`config.mk`:
```
export PLATFORM = sky130hd
export DESIGN_NAME = gbs_iou_cmp
export DESIGN_NICKNAME = d
export VERILOG_FILES = /design/src/rtl/gbs_pkg.sv /design/src/rtl/gbs_iou_cmp.sv
export SDC_FILE = /design/constraint.sdc
export NUM_CORES = 2
export LEC_CHECK = 0
export BUFFER_PORTS_ARGS = -buffer_cell sky130_fd_sc_hd__clkbuf_2
export CORE_MARGIN = 4
export CORE_UTILIZATION = 31
export DETAILED_ROUTE_END_ITERATION = 10
export PLACE_DENSITY = 0.49
export SKIP_CTS_REPAIR_TIMING = 1
export SYNTH_ARGS = -nofsm -noshare
export SYNTH_HDL_FRONTEND = slang
export SYNTH_SLANG_ARGS = --single-unit
export TNS_END_PERCENT = 10
```
`constraint.sdc`:
```
create_clock -name clk -period 19.2 [get_ports clk]
set_input_delay 0 -clock clk [delete_from_list [all_inputs] [get_ports clk]]
set_output_delay 0 -clock clk [all_outputs]
set_load 0.03 [all_outputs]
```
`src/rtl/gbs_pkg.sv`:
```
// shared types and constants for the greedy box suppression block
`timescale 1ns / 1ps

package gbs_pkg;

	localparam int MAX_KEPT  = 64;
	localparam int MAX_BOXES = 4096;

	localparam int KEPT_AW   = (MAX_KEPT > 1) ? $clog2(MAX_KEPT) : 1;
	localparam int KEPT_CW   = $clog2(MAX_KEPT + 1);
	localparam int BOX_CW    = $clog2(MAX_BOXES);

	localparam int COORD_W   = 16;
	localparam int SIZE_W    = 15;
	localparam int EDGE_W    = COORD_W + 1;
	localparam int DIFF_W    = EDGE_W + 1;
	localparam int AREA_W    = 2 * SIZE_W;
	localparam int UNION_W   = AREA_W + 1;
	localparam int THR_W     = 16;
	localparam int FRAC_W    = 16;
	localparam int PROD_W    = THR_W + UNION_W;
	localparam int INDEX_W   = 12;

	localparam logic [THR_W-1:0] THR_RESET = 16'd26214;

	// one stored box: origin and size, area is recomputed on read
	typedef struct packed {
		logic signed [COORD_W-1:0] left_pos;
		logic signed [COORD_W-1:0] top_pos;
		logic [SIZE_W-1:0]         width_v;
		logic [SIZE_W-1:0]         height_v;
	} box_t;

endpackage

```
`src/rtl/gbs_iou_cmp.sv`:
```
// pipelined overlap test of the new box against one stored box per cycle
`timescale 1ns / 1ps

module gbs_iou_cmp (
	input  logic                            clk,
	input  logic                            arst_n,
	input  logic                            in_valid,
	input  gbs_pkg::box_t                   kept_box,
	input  gbs_pkg::box_t                   new_box,
	input  logic [gbs_pkg::AREA_W-1:0]      new_area,
	input  logic [gbs_pkg::THR_W-1:0]       threshold,
	output logic                            out_valid,
	output logic                            suppress,
	output logic                            in_flight
);

	logic signed [gbs_pkg::EDGE_W-1:0] nx0, nx1, ny0, ny1;
	logic signed [gbs_pkg::EDGE_W-1:0] kx0, kx1, ky0, ky1;
	logic signed [gbs_pkg::EDGE_W-1:0] ix0, ix1, iy0, iy1;
	logic signed [gbs_pkg::DIFF_W-1:0] iw, ih;

	logic                              valid_s2, valid_s3, valid_s4, valid_s5, valid_s6;
	logic [gbs_pkg::SIZE_W-1:0]        iw_s2, ih_s2;
	logic [gbs_pkg::AREA_W-1:0]        ka_s2, ka_s3;
	logic [gbs_pkg::AREA_W-1:0]        inter_s3, inter_s4, inter_s5;
	logic [gbs_pkg::UNION_W-1:0]       uni_s4;
	logic [gbs_pkg::PROD_W-1:0]        prod_s5;
	logic                              sup_s6;

	always_comb begin
		nx0 = gbs_pkg::EDGE_W'(new_box.left_pos);
		ny0 = gbs_pkg::EDGE_W'(new_box.top_pos);
		nx1 = nx0 + $signed({2'b00, new_box.width_v});
		ny1 = ny0 + $signed({2'b00, new_box.height_v});
		kx0 = gbs_pkg::EDGE_W'(kept_box.left_pos);
		ky0 = gbs_pkg::EDGE_W'(kept_box.top_pos);
		kx1 = kx0 + $signed({2'b00, kept_box.width_v});
		ky1 = ky0 + $signed({2'b00, kept_box.height_v});
		ix0 = (nx0 > kx0) ? nx0 : kx0;
		iy0 = (ny0 > ky0) ? ny0 : ky0;
		ix1 = (nx1 < kx1) ? nx1 : kx1;
		iy1 = (ny1 < ky1) ? ny1 : ky1;
		iw  = gbs_pkg::DIFF_W'(ix1) - gbs_pkg::DIFF_W'(ix0);
		ih  = gbs_pkg::DIFF_W'(iy1) - gbs_pkg::DIFF_W'(iy0);
	end

	always_ff @(posedge clk or negedge arst_n) begin
		if (!arst_n) begin
			valid_s2 <= 1'b0;
			valid_s3 <= 1'b0;
			valid_s4 <= 1'b0;
			valid_s5 <= 1'b0;
			valid_s6 <= 1'b0;
		end else begin
			valid_s2 <= in_valid;
			valid_s3 <= valid_s2;
			valid_s4 <= valid_s3;
			valid_s5 <= valid_s4;
			valid_s6 <= valid_s5;
		end
	end

	// overlap extents never exceed the new box size when positive
	always_ff @(posedge clk) begin
		iw_s2    <= (iw > 0) ? iw[gbs_pkg::SIZE_W-1:0] : '0;
		ih_s2    <= (ih > 0) ? ih[gbs_pkg::SIZE_W-1:0] : '0;
		ka_s2    <= kept_box.width_v * kept_box.height_v;
		inter_s3 <= iw_s2 * ih_s2;
		ka_s3    <= ka_s2;
		uni_s4   <= {1'b0, new_area} + {1'b0, ka_s3} - {1'b0, inter_s3};
		inter_s4 <= inter_s3;
		prod_s5  <= threshold * uni_s4;
		inter_s5 <= inter_s4;
		sup_s6   <= {1'b0, inter_s5, gbs_pkg::FRAC_W'(0)} > prod_s5;
	end

	assign out_valid = valid_s6;
	assign suppress  = sup_s6;
	assign in_flight = valid_s2 | valid_s3 | valid_s4 | valid_s5 | valid_s6;

endmodule

```
==> impl_metrics.env <==
export IMPL_drt_iter0_drc=1408
export IMPL_wl_mm=124
export IMPL_cts_path_max_buffers=3
export IMPL_seq_area_frac_synth_pct=12.0
export IMPL_core_area_um2=142000
export IMPL_fin_skew_ns=0.0343
export IMPL_grt_pass1_vias=34700
export IMPL_path_class="reg2reg"
export IMPL_synth_distinct_cells=71
export IMPL_htree_num_levels=1
export IMPL_start_util_pct=31.3
export IMPL_async_flop_share_pct=1.89
export IMPL_grt_ovfl_total=0
export IMPL_ys_flop_type="dfxtp_1"
export IMPL_viasPerCell=4.72
export IMPL_io_pins=176
export IMPL_whs_ns=0.0167
export IMPL_io_buffer_count=175
export IMPL_syn_inst=4938
export IMPL_fillers=14800
export IMPL_fin_ws_ns=11.58
export IMPL_multiInputGateArea_um2=34800
export IMPL_cts_tree="yes"
export IMPL_maxCapViolCount=0
export IMPL_rsz0062_at_grt="no"
export IMPL_dieHeight_um=386
export IMPL_grt_max_degree=32
export IMPL_drv_slew=0
export IMPL_drt_antenna_violating_nets=0
export IMPL_ys_ff_latch=264
export IMPL_post_route_drc_count=0
export IMPL_hold_class="in2reg"
export IMPL_clkSinkCount=264
export IMPL_layout_drive_gt1_share_pct=5.36
export IMPL_synth_nets=6409
export IMPL_fin_nets=6467
export IMPL_fp_dieArea_um2=149000
export IMPL_globalplace_congestion=0.860
export IMPL_finalHoldViolCount=0
export IMPL_required_ns=19.72
export IMPL_status="finished, final reports clean"
export IMPL_cts_made_buffers=31
export IMPL_crit_fanout=16
export IMPL_ys_warn_count=0
export IMPL_antenna_found_initial=3
export IMPL_register_area_um2=5310
export IMPL_syn_area_um2=44400
export IMPL_firstDrtPassIters=5
export IMPL_min_period_ns=7.62
export IMPL_fp_row_count=138
export IMPL_dieWidth_um=386
export IMPL_clock_latency_ns=0.60
export IMPL_cp_start_kind="flop"
export IMPL_wl_per_cell_um=17.9
export IMPL_synth_edf_count=0
export IMPL_clk_pin_slew_ns=0.08
export IMPL_max_freq_mhz=131
export IMPL_setup_violations=0
export IMPL_syn_area_per_cell_um2=8.99
export IMPL_hpwlAfterDp_mm=102
export IMPL_vias=32600
export IMPL_fin_crit_sh_pct=39.7
export IMPL_crit_arrival_ns=8.14
export IMPL_tightestPinTransition_ns=0.938
export IMPL_pre_cts_ws_ns=11.57
export IMPL_max_slew_margin_pct=37.4
export IMPL_areaGrowthSynthToFinish_pct=8.59
export IMPL_grt_use_total_pct=17.0
export IMPL_tns_ns=0
export IMPL_root_buffer="clkbuf_16"
export IMPL_crit_path_end_kind="flop"
export IMPL_grt_first_pass_wirelength_mm=199
==> critical path, stage by stage (launching register included) <==
cell,delay [ns]
dfxtp_1,0.78
nand2_1,0.17
fa_1,0.58
inv_1,0.06
fa_1,0.58
inv_1,0.07
fa_1,0.50
inv_1,0.05
fa_1,0.53
inv_1,0.05
fa_1,0.47
inv_1,0.05
fa_1,0.44
ha_1,0.41
nand4_1,0.17
nor4b_2,0.55
o211ai_1,0.20
a2111oi_0,0.75
o21ai_1,0.21
o21ai_0,0.30
a211oi_1,0.17
a211oi_1,0.28
xor2_1,0.16
==> state kept, by name (all words and copies together) (netlist names) <==
register and count:
uni_s4 31, ka_s2 30, valid_s5 1, valid_s4 1, suppress 1, ih_s2 15
inter_s4 30, out_valid 1, valid_s3 1, iw_s2 15, inter_s5 30, valid_s2 1
ka_s3 30, prod_s5 47, inter_s3 30
==> cell families (layout without fill, tap and decap cells) <==
group	count (synthesis)	after routing	synth area share, %
compound gates	566	566	8.34
xor+xnor	192	192	3.79
fa+ha+maj	1298	1298	49.7
buf+inv	1129	1209	9.62
flops	264	264	12.0
mux	69	69	1.62
other cells	0	1	0
simple gates	1420	1420	15.0
==> final cells by class <==
| type | count | share of cell area (%) |
|---|---|---|
| Multi-Input combinational cell | 3545 | 72.2 |
| Sequential cell | 264 | 11.0 |
| Inverter | 968 | 7.54 |
| Tap cell | 1890 | 4.91 |
| Timing Repair Buffer | 186 | 2.02 |
| Clock buffer | 34 | 1.65 |
| Clock inverter | 21 | 0.641 |
| Antenna cell | 1 | 0.00519 |
==> worst paths after layout <==
check                                    to  cells after the start  slack (ns)    startpoint
worst max-delay path            prod_s5[45]                     22       11.58    uni_s4[12]
min in group asynchronous          valid_s2                      3        0.34        arst_n
worst min register to register    ka_s3[19]                      0        0.32     ka_s2[19]
worst min-delay path               ka_s2[0]                      2        0.02  kept_box[15]
max in group asynchronous          valid_s5                      3       18.67        arst_n
worst max register to register  prod_s5[45]                     22       11.58    uni_s4[12]
==> synth_stat cells (all sizes together), types with 7 or more instances <==
master,count,area share [%]
a31o,7,0.14
nor3,40,0.45
fa,774,35
xnor2,141,2.8
and2,319,4.5
o2111ai,10,0.20
nor2b,37,0.52
inv,968,8.2
dfxtp,259,12
nand3,37,0.42
nor4,10,0.14
buf,11,0.17
and3,12,0.17
o2bb2ai,8,0.16
or3,11,0.16
a31oi,16,0.23
o31ai,12,0.20
ha,524,15
o21bai,34,0.58
nor2,144,1.2
o21ai,106,1.2
o21a,25,0.42
clkbuf,150,1.3
mux2,16,0.42
a211oi,20,0.34
xor2,51,1.0
o211ai,10,0.17
a21o,100,1.7
a21oi,168,1.9
o41ai,7,0.18
mux2i,53,1.2
nand2,729,6.2
nand4,36,0.51
nand2b,27,0.38
==> stage by stage <==
stage / std cells / cell area, µm² / utilization, %
2_1_floorplan: 4938 / 44400 / -
3_3_place_gp: 6847 / 47000 / 33.1
3_5_place_dp: 6847 / 47000 / 33.1
4_1_cts: 6902 / 48100 / 33.9
5_1_grt: 6908 / 48200 / 33.9
6_report: 6909 / 48200 / 33.9
==> placed cells by master, fill, tap and decap left out, types with 36 or more instances in the layout <==
cell type  count
nor2b_1       37
nor2_1       144
inv_1        968
and2_1       319
nand4_1       36
o21ai_0      100
clkbuf_2     175
fa_1         774
nand2_1      729
a21oi_1      165
ha_1         524
nor3_1        40
mux2i_1       53
a21o_1       100
xor2_1        51
xnor2_1      141
dfxtp_1      259
nand3_1       37
==> routing by layer <==
| metal | vias up | GRT usage (%) | wire length (µm) |
|---|---|---|---|
| li1 | 15400 | - | - |
| met1 | 16300 | 24.0 | 58800 |
| met2 | 711 | 28.9 | 58300 |
| met3 | 123 | 1.26 | 4880 |
| met4 | 0 | 2.89 | 1970 |
| met5 | - | 0 | 0 |
Power is not shown: default switching activity piles up to over one toggle a cycle in this logic, so the estimate is an artifact.
